`src/rtl/gda_pkg.sv`:
```
// ----------------------------------------------------------------------------
// gda_pkg
// Shared widths, command codes, reciprocal constants and calendar tables for
// the Gregorian date arithmetic unit.
// ----------------------------------------------------------------------------
package gda_pkg;

  localparam int unsigned CmdW   = 3;
  localparam int unsigned DayW   = 5;
  localparam int unsigned MonthW = 4;
  localparam int unsigned YearW  = 14;
  localparam int unsigned CountW = 22;
  localparam int unsigned AbsW   = 23;
  localparam int unsigned DoyW   = 9;
  localparam int unsigned Q100W  = 8;
  localparam int unsigned WeekW  = 7;

  // p / 100 for p < 2**14 as (p * 5243) >> 19
  localparam int unsigned Div100Mul   = 5243;
  localparam int unsigned Div100MulW  = 13;
  localparam int unsigned Div100Shift = 19;
  localparam int unsigned Prod100W    = YearW + Div100MulW;

  // x / 7 for x < 2**9 as (x * 293) >> 11
  localparam int unsigned Div7Mul   = 293;
  localparam int unsigned Div7Shift = 11;
  localparam int unsigned Prod7W    = 20;

  localparam logic [AbsW-1:0] CountMax = AbsW'(4194303);

  typedef enum logic [CmdW-1:0] {
    CMD_NEXT_DAY = 3'd0,
    CMD_PREV_DAY = 3'd1,
    CMD_WEEK     = 3'd2,
    CMD_DIST     = 3'd3,
    CMD_ANNIV    = 3'd4
  } cmd_e;

  function automatic logic [DayW-1:0] month_len(input logic [MonthW-1:0] m,
                                                input logic leap);
    logic [DayW-1:0] len;
    len = 5'd31;
    if (m == 4'd2) begin
      len = leap ? 5'd29 : 5'd28;
    end else if (m inside {4'd4, 4'd6, 4'd9, 4'd11}) begin
      len = 5'd30;
    end
    return len;
  endfunction

  // days in the months before month m
  function automatic logic [DoyW-1:0] cum_days(input logic [MonthW-1:0] m,
                                               input logic leap);
    logic [DoyW-1:0] base;
    case (m)
      4'd2:    base = 9'd31;
      4'd3:    base = 9'd59;
      4'd4:    base = 9'd90;
      4'd5:    base = 9'd120;
      4'd6:    base = 9'd151;
      4'd7:    base = 9'd181;
      4'd8:    base = 9'd212;
      4'd9:    base = 9'd243;
      4'd10:   base = 9'd273;
      4'd11:   base = 9'd304;
      4'd12:   base = 9'd334;
      4'd13:   base = 9'd365;
      4'd14:   base = 9'd396;
      4'd15:   base = 9'd427;
      default: base = 9'd0;
    endcase
    if (leap && (m >= 4'd3)) begin
      base = base + 9'd1;
    end
    return base;
  endfunction

endpackage

```
`src/rtl/gda_req_if.sv`:
```
// ----------------------------------------------------------------------------
// gda_req_if
// Request channel: command and two dates, valid/ready handshake.
// ----------------------------------------------------------------------------
interface gda_req_if;
  logic                          valid;
  logic                          ready;
  logic [gda_pkg::CmdW-1:0]      cmd;
  logic [gda_pkg::DayW-1:0]      date_day;
  logic [gda_pkg::MonthW-1:0]    date_month;
  logic [gda_pkg::YearW-1:0]     date_year;
  logic [gda_pkg::DayW-1:0]      second_day;
  logic [gda_pkg::MonthW-1:0]    second_month;
  logic [gda_pkg::YearW-1:0]     second_year;

  modport source (
    output valid, cmd, date_day, date_month, date_year,
           second_day, second_month, second_year,
    input  ready
  );
  modport sink (
    input  valid, cmd, date_day, date_month, date_year,
           second_day, second_month, second_year,
    output ready
  );
endinterface

```
`src/rtl/gda_rsp_if.sv`:
```
// ----------------------------------------------------------------------------
// gda_rsp_if
// Response channel: stepped date and count, valid/ready handshake.
// ----------------------------------------------------------------------------
interface gda_rsp_if;
  logic                          valid;
  logic                          ready;
  logic [gda_pkg::DayW-1:0]      out_day;
  logic [gda_pkg::MonthW-1:0]    out_month;
  logic [gda_pkg::YearW-1:0]     out_year;
  logic [gda_pkg::CountW-1:0]    out_count;

  modport source (
    output valid, out_day, out_month, out_year, out_count,
    input  ready
  );
  modport sink (
    input  valid, out_day, out_month, out_year, out_count,
    output ready
  );
endinterface

```
`src/rtl/gregorian_date_arithmetic.sv`:
```
// ----------------------------------------------------------------------------
// gregorian_date_arithmetic
// Stateless Gregorian date unit: next/previous day, week number, day
// distance and days to the next anniversary.
//
// Usage:
//   req_i carries a command and two dates; every transfer on req_i gives
//   exactly one transfer on rsp_o, in order.
//   Pipeline: a req_i transfer passes through the five register stages
//   (divide-by-100 reciprocal multiply, leap and quotient, days before
//   year and day of year, absolute day numbers and week divide, difference
//   with saturation into the output register) before rsp_o.valid rises.
//   Throughput: one item per cycle while rsp_o.ready is high; each stage
//   hands over as soon as the next one is empty or moving.
//   Stall: when rsp_o.ready is low the output holds, stages behind it fill
//   up, and req_i.ready drops once all five are occupied. Nothing is lost.
//   Reset: rst_ni clears all stage valid bits; rsp_o.valid goes low and
//   req_i.ready is high right after reset.
//   Commands 0 and 1 return a date and count 0; commands 2 to 4 return
//   date 1/1/0 and a count; unused codes return 1/1/0 and count 0.
// ----------------------------------------------------------------------------
module gregorian_date_arithmetic (
  input  logic       clk_i,
  input  logic       rst_ni,
  gda_req_if.sink    req_i,
  gda_rsp_if.source  rsp_o
);

  // handshake enables
  logic s1_en, s2_en, s3_en, s4_en, s5_en;
  logic s1_valid_q, s2_valid_q, s3_valid_q, s4_valid_q, s5_valid_q;

  assign s5_en = !s5_valid_q || rsp_o.ready;
  assign s4_en = !s4_valid_q || s5_en;
  assign s3_en = !s3_valid_q || s4_en;
  assign s2_en = !s2_valid_q || s3_en;
  assign s1_en = !s1_valid_q || s2_en;
  assign req_i.ready = s1_en;

  always_ff @(posedge clk_i or negedge rst_ni) begin
    if (!rst_ni) begin
      s1_valid_q <= 1'b0;
      s2_valid_q <= 1'b0;
      s3_valid_q <= 1'b0;
      s4_valid_q <= 1'b0;
      s5_valid_q <= 1'b0;
    end else begin
      if (s1_en) s1_valid_q <= req_i.valid;
      if (s2_en) s2_valid_q <= s1_valid_q;
      if (s3_en) s3_valid_q <= s2_valid_q;
      if (s4_en) s4_valid_q <= s3_valid_q;
      if (s5_en) s5_valid_q <= s4_valid_q;
    end
  end

  // --------------------------------------------------------------------------
  // stage 1: year offsets and reciprocal multiply
  // --------------------------------------------------------------------------
  logic [gda_pkg::YearW-1:0]    pa_d, pb_d;
  logic                         za_d, zb_d;
  logic [gda_pkg::Prod100W-1:0] proda_d, prodb_d;

  always_comb begin
    za_d = (req_i.date_year == '0);
    pa_d = za_d ? '0 : req_i.date_year - 14'd1;
    if (req_i.cmd == gda_pkg::CMD_DIST) begin
      zb_d = (req_i.second_year == '0);
      pb_d = zb_d ? '0 : req_i.second_year - 14'd1;
    end else begin
      // anniversary next year: offset of year y+1 is y
      zb_d = 1'b0;
      pb_d = req_i.date_year;
    end
    proda_d = gda_pkg::Prod100W'(pa_d) * gda_pkg::Prod100W'(gda_pkg::Div100Mul);
    prodb_d = gda_pkg::Prod100W'(pb_d) * gda_pkg::Prod100W'(gda_pkg::Div100Mul);
  end

  logic [gda_pkg::CmdW-1:0]     s1_cmd_q;
  logic [gda_pkg::DayW-1:0]     s1_d_q, s1_sd_q;
  logic [gda_pkg::MonthW-1:0]   s1_m_q, s1_sm_q;
  logic [gda_pkg::YearW-1:0]    s1_y_q, s1_pa_q, s1_pb_q;
  logic                         s1_za_q, s1_zb_q;
  logic [gda_pkg::Prod100W-1:0] s1_proda_q, s1_prodb_q;

  always_ff @(posedge clk_i) begin
    if (s1_en) begin
      s1_cmd_q   <= req_i.cmd;
      s1_d_q     <= req_i.date_day;
      s1_m_q     <= req_i.date_month;
      s1_y_q     <= req_i.date_year;
      s1_sd_q    <= req_i.second_day;
      s1_sm_q    <= req_i.second_month;
      s1_pa_q    <= pa_d;
      s1_pb_q    <= pb_d;
      s1_za_q    <= za_d;
      s1_zb_q    <= zb_d;
      s1_proda_q <= proda_d;
      s1_prodb_q <= prodb_d;
    end
  end

  // --------------------------------------------------------------------------
  // stage 2: quotient, remainder and leap flags
  // --------------------------------------------------------------------------
  logic [gda_pkg::Q100W-1:0] qa_d, qb_d;
  logic [6:0]                rema_d, remb_d;
  logic                      leapa_d, leapb_d;

  always_comb begin
    qa_d   = s1_proda_q[gda_pkg::Prod100W-1 -: gda_pkg::Q100W];
    qb_d   = s1_prodb_q[gda_pkg::Prod100W-1 -: gda_pkg::Q100W];
    rema_d = 7'(s1_pa_q - 14'(qa_d * 14'd100));
    remb_d = 7'(s1_pb_q - 14'(qb_d * 14'd100));
    // year = p + 1 is leap when p mod 4 = 3 and not (p mod 100 = 99 unless p mod 400 = 399)
    leapa_d = s1_za_q ||
              ((s1_pa_q[1:0] == 2'b11) && ((rema_d != 7'd99) || (qa_d[1:0] == 2'b11)));
    leapb_d = s1_zb_q ||
              ((s1_pb_q[1:0] == 2'b11) && ((remb_d != 7'd99) || (qb_d[1:0] == 2'b11)));
  end

  logic [gda_pkg::CmdW-1:0]   s2_cmd_q;
  logic [gda_pkg::DayW-1:0]   s2_d_q, s2_sd_q;
  logic [gda_pkg::MonthW-1:0] s2_m_q, s2_sm_q;
  logic [gda_pkg::YearW-1:0]  s2_y_q, s2_pa_q, s2_pb_q;
  logic                       s2_za_q, s2_zb_q, s2_leapa_q, s2_leapb_q;
  logic [gda_pkg::Q100W-1:0]  s2_qa_q, s2_qb_q;
  logic [6:0]                 s2_rema_q;

  always_ff @(posedge clk_i) begin
    if (s2_en) begin
      s2_cmd_q   <= s1_cmd_q;
      s2_d_q     <= s1_d_q;
      s2_m_q     <= s1_m_q;
      s2_y_q     <= s1_y_q;
      s2_sd_q    <= s1_sd_q;
      s2_sm_q    <= s1_sm_q;
      s2_pa_q    <= s1_pa_q;
      s2_pb_q    <= s1_pb_q;
      s2_za_q    <= s1_za_q;
      s2_zb_q    <= s1_zb_q;
      s2_qa_q    <= qa_d;
      s2_qb_q    <= qb_d;
      s2_rema_q  <= rema_d;
      s2_leapa_q <= leapa_d;
      s2_leapb_q <= leapb_d;
    end
  end

  // --------------------------------------------------------------------------
  // stage 3: days before year, day of year, day stepping
  // --------------------------------------------------------------------------
  logic [gda_pkg::AbsW-1:0]   dbya_d, dbyb_d;
  logic [gda_pkg::DoyW-1:0]   doya_d, doysa_d, doysb_d;
  logic [gda_pkg::DayW-1:0]   mlen_d, plen_d, rd_d;
  logic [gda_pkg::MonthW-1:0] pm_d, rm_d;
  logic [gda_pkg::YearW-1:0]  ry_d;

  always_comb begin
    dbya_d = s2_za_q ? '0 :
             23'(s2_pa_q) * 23'd365 + 23'(s2_pa_q[13:2]) - 23'(s2_qa_q) + 23'(s2_qa_q[7:2]);
    dbyb_d = s2_zb_q ? '0 :
             23'(s2_pb_q) * 23'd365 + 23'(s2_pb_q[13:2]) - 23'(s2_qb_q) + 23'(s2_qb_q[7:2]);
    doya_d  = gda_pkg::cum_days(s2_m_q, s2_leapa_q) + 9'(s2_d_q);
    doysa_d = gda_pkg::cum_days(s2_sm_q, s2_leapa_q) + 9'(s2_sd_q);
    doysb_d = gda_pkg::cum_days(s2_sm_q, s2_leapb_q) + 9'(s2_sd_q);

    mlen_d = gda_pkg::month_len(s2_m_q, s2_leapa_q);
    pm_d   = (s2_m_q <= 4'd1) ? 4'd12 : s2_m_q - 4'd1;
    plen_d = gda_pkg::month_len(pm_d, s2_leapa_q);

    rd_d = 5'd1;
    rm_d = 4'd1;
    ry_d = '0;
    case (s2_cmd_q)
      gda_pkg::CMD_NEXT_DAY: begin
        ry_d = s2_y_q;
        if (s2_d_q >= mlen_d) begin
          rd_d = 5'd1;
          if (s2_m_q >= 4'd12) begin
            rm_d = 4'd1;
            ry_d = s2_y_q + 14'd1;
          end else begin
            rm_d = s2_m_q + 4'd1;
          end
        end else begin
          rd_d = s2_d_q + 5'd1;
          rm_d = s2_m_q;
        end
      end
      gda_pkg::CMD_PREV_DAY: begin
        if (s2_d_q <= 5'd1) begin
          rd_d = plen_d;
          rm_d = pm_d;
          ry_d = (s2_m_q <= 4'd1) ? s2_y_q - 14'd1 : s2_y_q;
        end else begin
          rd_d = s2_d_q - 5'd1;
          rm_d = s2_m_q;
          ry_d = s2_y_q;
        end
      end
      default: begin
        rd_d = 5'd1;
        rm_d = 4'd1;
        ry_d = '0;
      end
    endcase
  end

  logic [gda_pkg::CmdW-1:0]   s3_cmd_q;
  logic [gda_pkg::AbsW-1:0]   s3_dbya_q, s3_dbyb_q;
  logic [gda_pkg::DoyW-1:0]   s3_doya_q, s3_doysa_q, s3_doysb_q;
  logic [gda_pkg::DayW-1:0]   s3_rd_q;
  logic [gda_pkg::MonthW-1:0] s3_rm_q;
  logic [gda_pkg::YearW-1:0]  s3_ry_q;

  always_ff @(posedge clk_i) begin
    if (s3_en) begin
      s3_cmd_q   <= s2_cmd_q;
      s3_dbya_q  <= dbya_d;
      s3_dbyb_q  <= dbyb_d;
      s3_doya_q  <= doya_d;
      s3_doysa_q <= doysa_d;
      s3_doysb_q <= doysb_d;
      s3_rd_q    <= rd_d;
      s3_rm_q    <= rm_d;
      s3_ry_q    <= ry_d;
    end
  end

  // --------------------------------------------------------------------------
  // stage 4: absolute day numbers and week number
  // --------------------------------------------------------------------------
  logic [gda_pkg::AbsW-1:0]   absa_d, absb_d;
  logic [gda_pkg::DoyW-1:0]   doym1_d;
  logic [gda_pkg::Prod7W-1:0] prod7_d;
  logic [gda_pkg::WeekW-1:0]  week_d;
  logic                       this_year_d;

  always_comb begin
    absa_d = s3_dbya_q + 23'(s3_doya_q);
    // anniversary stays in this year only when it is still ahead
    this_year_d = (s3_cmd_q == gda_pkg::CMD_ANNIV) && (s3_doysa_q > s3_doya_q);
    absb_d = this_year_d ? s3_dbya_q + 23'(s3_doysa_q) : s3_dbyb_q + 23'(s3_doysb_q);

    doym1_d = s3_doya_q - 9'd1;
    prod7_d = gda_pkg::Prod7W'(doym1_d) * gda_pkg::Prod7W'(gda_pkg::Div7Mul);
    week_d  = (s3_doya_q == '0) ? 7'd1 :
              7'(prod7_d >> gda_pkg::Div7Shift) + 7'd1;
  end

  logic [gda_pkg::CmdW-1:0]   s4_cmd_q;
  logic [gda_pkg::AbsW-1:0]   s4_absa_q, s4_absb_q;
  logic [gda_pkg::WeekW-1:0]  s4_week_q;
  logic [gda_pkg::DayW-1:0]   s4_rd_q;
  logic [gda_pkg::MonthW-1:0] s4_rm_q;
  logic [gda_pkg::YearW-1:0]  s4_ry_q;

  always_ff @(posedge clk_i) begin
    if (s4_en) begin
      s4_cmd_q  <= s3_cmd_q;
      s4_absa_q <= absa_d;
      s4_absb_q <= absb_d;
      s4_week_q <= week_d;
      s4_rd_q   <= s3_rd_q;
      s4_rm_q   <= s3_rm_q;
      s4_ry_q   <= s3_ry_q;
    end
  end

  // --------------------------------------------------------------------------
  // stage 5: difference, saturation, output register
  // --------------------------------------------------------------------------
  logic [gda_pkg::AbsW-1:0]   diff_d;
  logic [gda_pkg::CountW-1:0] cnt_d;

  always_comb begin
    diff_d = (s4_absa_q >= s4_absb_q) ? s4_absa_q - s4_absb_q : s4_absb_q - s4_absa_q;
    case (s4_cmd_q)
      gda_pkg::CMD_WEEK:  cnt_d = 22'(s4_week_q);
      gda_pkg::CMD_DIST,
      gda_pkg::CMD_ANNIV: cnt_d = (diff_d > gda_pkg::CountMax) ?
                                  gda_pkg::CountMax[gda_pkg::CountW-1:0] :
                                  diff_d[gda_pkg::CountW-1:0];
      default:            cnt_d = '0;
    endcase
  end

  logic [gda_pkg::DayW-1:0]   s5_rd_q;
  logic [gda_pkg::MonthW-1:0] s5_rm_q;
  logic [gda_pkg::YearW-1:0]  s5_ry_q;
  logic [gda_pkg::CountW-1:0] s5_cnt_q;

  always_ff @(posedge clk_i) begin
    if (s5_en) begin
      s5_rd_q  <= s4_rd_q;
      s5_rm_q  <= s4_rm_q;
      s5_ry_q  <= s4_ry_q;
      s5_cnt_q <= cnt_d;
    end
  end

  assign rsp_o.valid     = s5_valid_q;
  assign rsp_o.out_day   = s5_rd_q;
  assign rsp_o.out_month = s5_rm_q;
  assign rsp_o.out_year  = s5_ry_q;
  assign rsp_o.out_count = s5_cnt_q;

  // --------------------------------------------------------------------------
  // assertions
  // --------------------------------------------------------------------------
  a_accept_enters_s1: assert property (@(posedge clk_i) disable iff (!rst_ni)
    (req_i.valid && req_i.ready) |=> s1_valid_q)
    else $error("accepted transfer did not enter stage 1");

  a_s1_holds_on_stall: assert property (@(posedge clk_i) disable iff (!rst_ni)
    (s1_valid_q && !s2_en) |=> (s1_valid_q && $stable(s1_pa_q)))
    else $error("stage 1 lost its item under stall");

  a_rem100_range: assert property (@(posedge clk_i) disable iff (!rst_ni)
    s2_valid_q |-> (s2_rema_q < 7'd100))
    else $error("divide by 100 remainder out of range");

  a_week_range: assert property (@(posedge clk_i) disable iff (!rst_ni)
    (s4_valid_q && (s4_cmd_q == gda_pkg::CMD_WEEK)) |->
      ((s4_week_q != '0) && (s4_week_q <= 7'd66)))
    else $error("week number out of range");

endmodule

```
`src/flat_wrapper.sv`:
```
// flat-port wrapper written by rule: the top's interface ports become plain ports
module gregorian_date_arithmetic_flat 
  (clk_i, rst_ni, req_i_valid, req_i_cmd, req_i_date_day, req_i_date_month, req_i_date_year, req_i_second_day, req_i_second_month, req_i_second_year, req_i_ready, rsp_o_valid, rsp_o_out_day, rsp_o_out_month, rsp_o_out_year, rsp_o_out_count, rsp_o_ready);
  gda_req_if req_i_i ();
  gda_rsp_if rsp_o_i ();
  input  logic clk_i;
  input  logic rst_ni;
  input wire logic [$bits(req_i_i.valid)-1:0] req_i_valid;
  input wire logic [$bits(req_i_i.cmd)-1:0] req_i_cmd;
  input wire logic [$bits(req_i_i.date_day)-1:0] req_i_date_day;
  input wire logic [$bits(req_i_i.date_month)-1:0] req_i_date_month;
  input wire logic [$bits(req_i_i.date_year)-1:0] req_i_date_year;
  input wire logic [$bits(req_i_i.second_day)-1:0] req_i_second_day;
  input wire logic [$bits(req_i_i.second_month)-1:0] req_i_second_month;
  input wire logic [$bits(req_i_i.second_year)-1:0] req_i_second_year;
  output wire logic [$bits(req_i_i.ready)-1:0] req_i_ready;
  output wire logic [$bits(rsp_o_i.valid)-1:0] rsp_o_valid;
  output wire logic [$bits(rsp_o_i.out_day)-1:0] rsp_o_out_day;
  output wire logic [$bits(rsp_o_i.out_month)-1:0] rsp_o_out_month;
  output wire logic [$bits(rsp_o_i.out_year)-1:0] rsp_o_out_year;
  output wire logic [$bits(rsp_o_i.out_count)-1:0] rsp_o_out_count;
  input wire logic [$bits(rsp_o_i.ready)-1:0] rsp_o_ready;
  assign req_i_i.valid = req_i_valid;
  assign req_i_i.cmd = req_i_cmd;
  assign req_i_i.date_day = req_i_date_day;
  assign req_i_i.date_month = req_i_date_month;
  assign req_i_i.date_year = req_i_date_year;
  assign req_i_i.second_day = req_i_second_day;
  assign req_i_i.second_month = req_i_second_month;
  assign req_i_i.second_year = req_i_second_year;
  assign req_i_ready = req_i_i.ready;
  assign rsp_o_valid = rsp_o_i.valid;
  assign rsp_o_out_day = rsp_o_i.out_day;
  assign rsp_o_out_month = rsp_o_i.out_month;
  assign rsp_o_out_year = rsp_o_i.out_year;
  assign rsp_o_out_count = rsp_o_i.out_count;
  assign rsp_o_i.ready = rsp_o_ready;
  gregorian_date_arithmetic u_core (.clk_i(clk_i), .rst_ni(rst_ni), .req_i(req_i_i), .rsp_o(rsp_o_i));
endmodule
```
`config.mk`:
```
export PLATFORM = sky130hd
export DESIGN_NAME = gregorian_date_arithmetic_flat
export DESIGN_NICKNAME = d
export VERILOG_FILES = /design/src/rtl/gda_pkg.sv /design/src/rtl/gda_req_if.sv /design/src/rtl/gda_rsp_if.sv /design/src/rtl/gregorian_date_arithmetic.sv /design/src/flat_wrapper.sv
export SDC_FILE = /design/constraint.sdc
export NUM_CORES = 2
export LEC_CHECK = 0
export ABC_AREA = 1
export ABC_CLOCK_PERIOD_IN_PS = 18100
export BUFFER_PORTS_ARGS = -buffer_cell sky130_fd_sc_hd__buf_2
export CAP_MARGIN = 20
export CELL_PAD_IN_SITES_DETAIL_PLACEMENT = 1
export CELL_PAD_IN_SITES_GLOBAL_PLACEMENT = 2
export CORE_ASPECT_RATIO = 0.7
export CORE_UTILIZATION = 38
export DETAILED_ROUTE_END_ITERATION = 12
export PLACE_DENSITY_LB_ADDON = 0.15
export REMOVE_ABC_BUFFERS = 1
export SLEW_MARGIN = 20
export SYNTH_ARGS = -nofsm -noshare
export SYNTH_HDL_FRONTEND = slang
export SYNTH_SLANG_ARGS = --single-unit
```
`constraint.sdc`:
```
create_clock -name clk_i -period 18.1 [get_ports clk_i]
set_input_delay 4.525 -clock clk_i [delete_from_list [all_inputs] [get_ports clk_i]]
set_output_delay 4.525 -clock clk_i [all_outputs]
set_load 0.005 [all_outputs]
```
==> Implementation_results.wiki <==
{| class="wikitable"
! Metric !! Value
|-
| Clock tree from TritonCTS || yes
|-
| Count of H-tree levels built during CTS || 2
|-
| Final worst-path cycle share || 0.619
|-
| Total wire length after detailed routing || between 100000 and 150000 um
|-
| Unrepaired setup endpoints after global routing || false
|-
| Source of the worst hold timing path || u_core.s3_ry_q[11]
|-
| Via count of the first global-routing pass || just under 30000
|-
| Cells after synthesis || 4195
|-
| Post-synth ARST share || 0.0122
|-
| GRT Util Overall || 0.215
|-
| Tightest Pin Transition || 1.03 ns
|-
| Commonest cells in the netlist || sky130_fd_sc_hd__inv_1 (890), sky130_fd_sc_hd__nand2_1 (606), sky130_fd_sc_hd__ha_1 (547), sky130_fd_sc_hd__edfxtp_1 (387), sky130_fd_sc_hd__fa_1 (296)
|-
| Logic depth of the worst register-to-register path || 28
|-
| Synth Area in Adders || 0.331
|-
| Library cell contributing the largest single delay on the critical path || sky130_fd_sc_hd__nor2_2
|-
| Pin count of the biggest net entering global routing || 71
|-
| Share of the synthesized netlist area taken by xor and xnor gates || 0.0418
|-
| Number of flops mapped to enable cells by yosys || approximately 390
|-
| Initial antenna violation count || 3
|-
| Yosys cell types || 64
|-
| Antenna violation net count after detailed routing || 0
|-
| Startpoint types || primary input
|-
| Critical-path cell list || buf_2 > nor2_1 > nand2_4 > nor2_2 > nand2_4 > inv_1 > nand2_4 > buf_2
|-
| Violated checks || DRC
|-
| Maximum fanout count along the critical path || 33
|-
| Clock transition at path regs || about 0.06 ns
|-
| Die W || between 300 and 400 um
|-
| Most area-consuming cells after synthesis || sky130_fd_sc_hd__edfxtp_1 (30%), sky130_fd_sc_hd__ha_1 (18%), sky130_fd_sc_hd__fa_1 (15%), sky130_fd_sc_hd__inv_1 (8.7%), sky130_fd_sc_hd__nand2_1 (5.9%)
|-
| Number of placement rows || 97
|-
| Top cell family by delay on the critical path || simple AND/OR/NAND/NOR gates
|-
| Post-synthesis cell area || 38600 um2
|-
| Shortest clock period the worst path allows after layout || 11.20 ns
|-
| Wire length of the first global-routing pass || about 170000 um
|-
| First-pass iteration count of the detailed router || 11
|-
| Synth top area share || 0.301
|-
| Initial cell density of the core || 0.384
|-
| Total I/O pin count || 100
|-
| Leading register cell type out of synthesis || sky130_fd_sc_hd__edfxtp_1
|-
| Class of the worst hold path || reg2reg
|-
| DRC violations left || 9
|-
| Post-CTS resize count || 0
|-
| Setup TNS || 0 ns
|-
| Top achievable clock speed || just under 0.09 GHz
|-
| Fraction of layout instances using a drive strength above 1 || 0.0568
|-
| Detailed Route Iter0 Violations || about 1500
|-
| Sequential share of the synthesized area || 0.314
|-
| IO Port Bufs || between 90 and 100
|-
| Setup slack of the worst register-to-register path || roughly 12 ns
|-
| Final Hold Vio Count || 0
|-
| Worst min-delay path endpoint || u_core.s4_ry_q[11]
|-
| CTS sink count || 410
|-
| Cell taking the most area after synthesis || sky130_fd_sc_hd__edfxtp_1
|-
| Setup clock skew after layout || roughly 0.014 ns
|-
| Max Transition Viols Final || 0
|-
| Worst hold slack after final layout || approximately 0.41 ns
|-
| Synthesized-area fraction occupied by ao, oa, aoi and oai cells || 0.0930
|-
| Total CTS buffers || 47
|-
| Root Buffer || sky130_fd_sc_hd__clkbuf_16
|-
| Cell repeated most along the worst path || sky130_fd_sc_hd__nand2_4
|-
| Max-cap violation count || 0
|-
| Global placement routability congestion || 0.881
|-
| Number of cells after detailed placement || ~5600
|-
| Post-synthesis sequential element count || just over 400
|-
| Synthesis warning total || 0
|-
| Number of vias in the routed layout || roughly 28000
|-
| Sum of buffers and inverters on the critical path || 3
|-
| Growth of design area from synthesis to finish || 9.54%
|-
| Total setup violations reported at the end of the flow || 0
|-
| Routed wire length per instance || ~19 um
|-
| Clock network latency to the later pin of the worst-skew pair || slightly above 0.6 ns
|-
| Deepest clock path buffer count || 3
|-
| Die span in y || roughly 270 um
|-
| Core area || 100000 um2
|-
| Simple-gate share of the synthesized area || 0.128
|-
| Most frequent cell after synthesis || sky130_fd_sc_hd__inv_1
|-
| Largest family of logic cells by synthesized area || adder cells
|-
| End of the worst register-to-register path || u_core.s4_week_q[4]
|-
| Vias/cell || 4.91
|-
| Critical path type || in2out
|-
| Fillers || between 10000 and 15000
|-
| Status || complete, but fails checks
|-
| Largest stage delay on the critical path || approximately 0.33 ns
|-
| Relative max-transition margin || 0.315
|-
| Inserted Diodes || 0
|-
| Nets || between 5000 and 6000
|-
| Worst Setup End Kind || output pin
|-
| Mean cell area of the mapped netlist || between 9 and 10 um2
|-
| Critical path arrival || around 6.7 ns
|-
| Beginning of the worst register-to-register path || u_core.s3_doya_q[0]
|-
| Final global-route overflow total || 0
|-
| Count of non-filler cells in the finished layout || 5700
|-
| Number of buffers inserted for hold repair after clock tree synthesis || 0
|-
| Total Die Area || 103000 um2
|-
| Multiplexer area fraction after synthesis || 0.000292
|-
| Number of post-CTS setup repair buffers || 0
|-
| Data required time at the worst endpoint || 13.57 ns
|-
| Hold Path Cell Cnt || 0
|-
| HPWL Detailed || about 92000 um
|}
-- stage by stage --
step	cell area [um2]	util	worst slack, ns
3_3_place_gp	40700	0.406	7.03
2_1_floorplan	38400	-	2.91
5_1_grt	42300	0.421	6.75
6_report	42300	0.421	6.90
4_1_cts	42300	0.421	6.88
3_5_place_dp	40700	0.406	6.90
-- cell usage in the layout (no fill, tap or decap), types with 28 or more instances in the layout --
| cell type | netlist | routed |
|---|---|---|
| sky130_fd_sc_hd__buf_2 | 11 | 99 |
| sky130_fd_sc_hd__edfxtp_1 | 387 | 387 |
| sky130_fd_sc_hd__xor2_1 | 136 | 136 |
| sky130_fd_sc_hd__nor2_1 | 280 | 279 |
| sky130_fd_sc_hd__inv_1 | 890 | 888 |
| sky130_fd_sc_hd__xnor2_1 | 48 | 48 |
| sky130_fd_sc_hd__ha_1 | 547 | 547 |
| sky130_fd_sc_hd__o21ai_0 | 236 | 236 |
| sky130_fd_sc_hd__clkbuf_16 | 0 | 47 |
| sky130_fd_sc_hd__fa_1 | 296 | 296 |
| sky130_fd_sc_hd__nand3_1 | 146 | 146 |
| sky130_fd_sc_hd__nor3_1 | 49 | 49 |
| sky130_fd_sc_hd__a21oi_1 | 267 | 267 |
| sky130_fd_sc_hd__nand2_1 | 606 | 603 |
| sky130_fd_sc_hd__nand4_1 | 28 | 28 |
-- sequential cells by signal, summed over array words and instances (netlist names), 22 cells and up, named ones only --
| register | cells |
|---|---|
| u_core.s4_absa_q | 23 |
| u_core.s3_dbyb_q | 23 |
| u_core.rsp_o.out_count | 22 |
| u_core.s4_absb_q | 23 |
| u_core.s3_dbya_q | 23 |
-- final cells by class --
cell class	count	area, um2	area share
clock buffer	57	1210	0.0287
clock inverter	30	320	0.00758
inverter	898	3370	0.0798
multi-input combinational	2852	23000	0.543
sequential	410	12100	0.286
tap	1336	1670	0.0395
timing repair buffer	117	631	0.0149
-- cell families after synthesis --
kind of cell / count (synthesis)
flops: 410
xor+xnor: 184
simple gates: 1177
compound gates: 647
fa+ha+maj: 843
mux: 1
buf+inv: 933
-- metal layers --
layer | share of wire | track usage | vias to the layer above
met2 | 0.41 | 0.326 | 359
met4 | 0.019 | 0.0443 | 2
met3 | 0.034 | 0.0275 | 95
met5 | 0.00011 | 0 | -
li1 | - | - | 13900
met1 | 0.53 | 0.325 | 13600
-- worst max-delay path by stage --
stage / end / depth (start not counted) / from / slack [ns]
global placement: req_i_ready / 8 / rsp_o_ready / 7.03
detailed placement: req_i_ready / 8 / rsp_o_ready / 6.90
finish: req_i_ready / 8 / rsp_o_ready / 6.90
CTS: req_i_ready / 8 / rsp_o_ready / 6.88
global route: req_i_ready / 8 / rsp_o_ready / 6.75
floorplan: req_i_ready / 6 / rsp_o_ready / 2.91
Power is left out: the tool's default activity adds up to more than one toggle a clock period on the data nets, which glitch-free logic cannot reach.
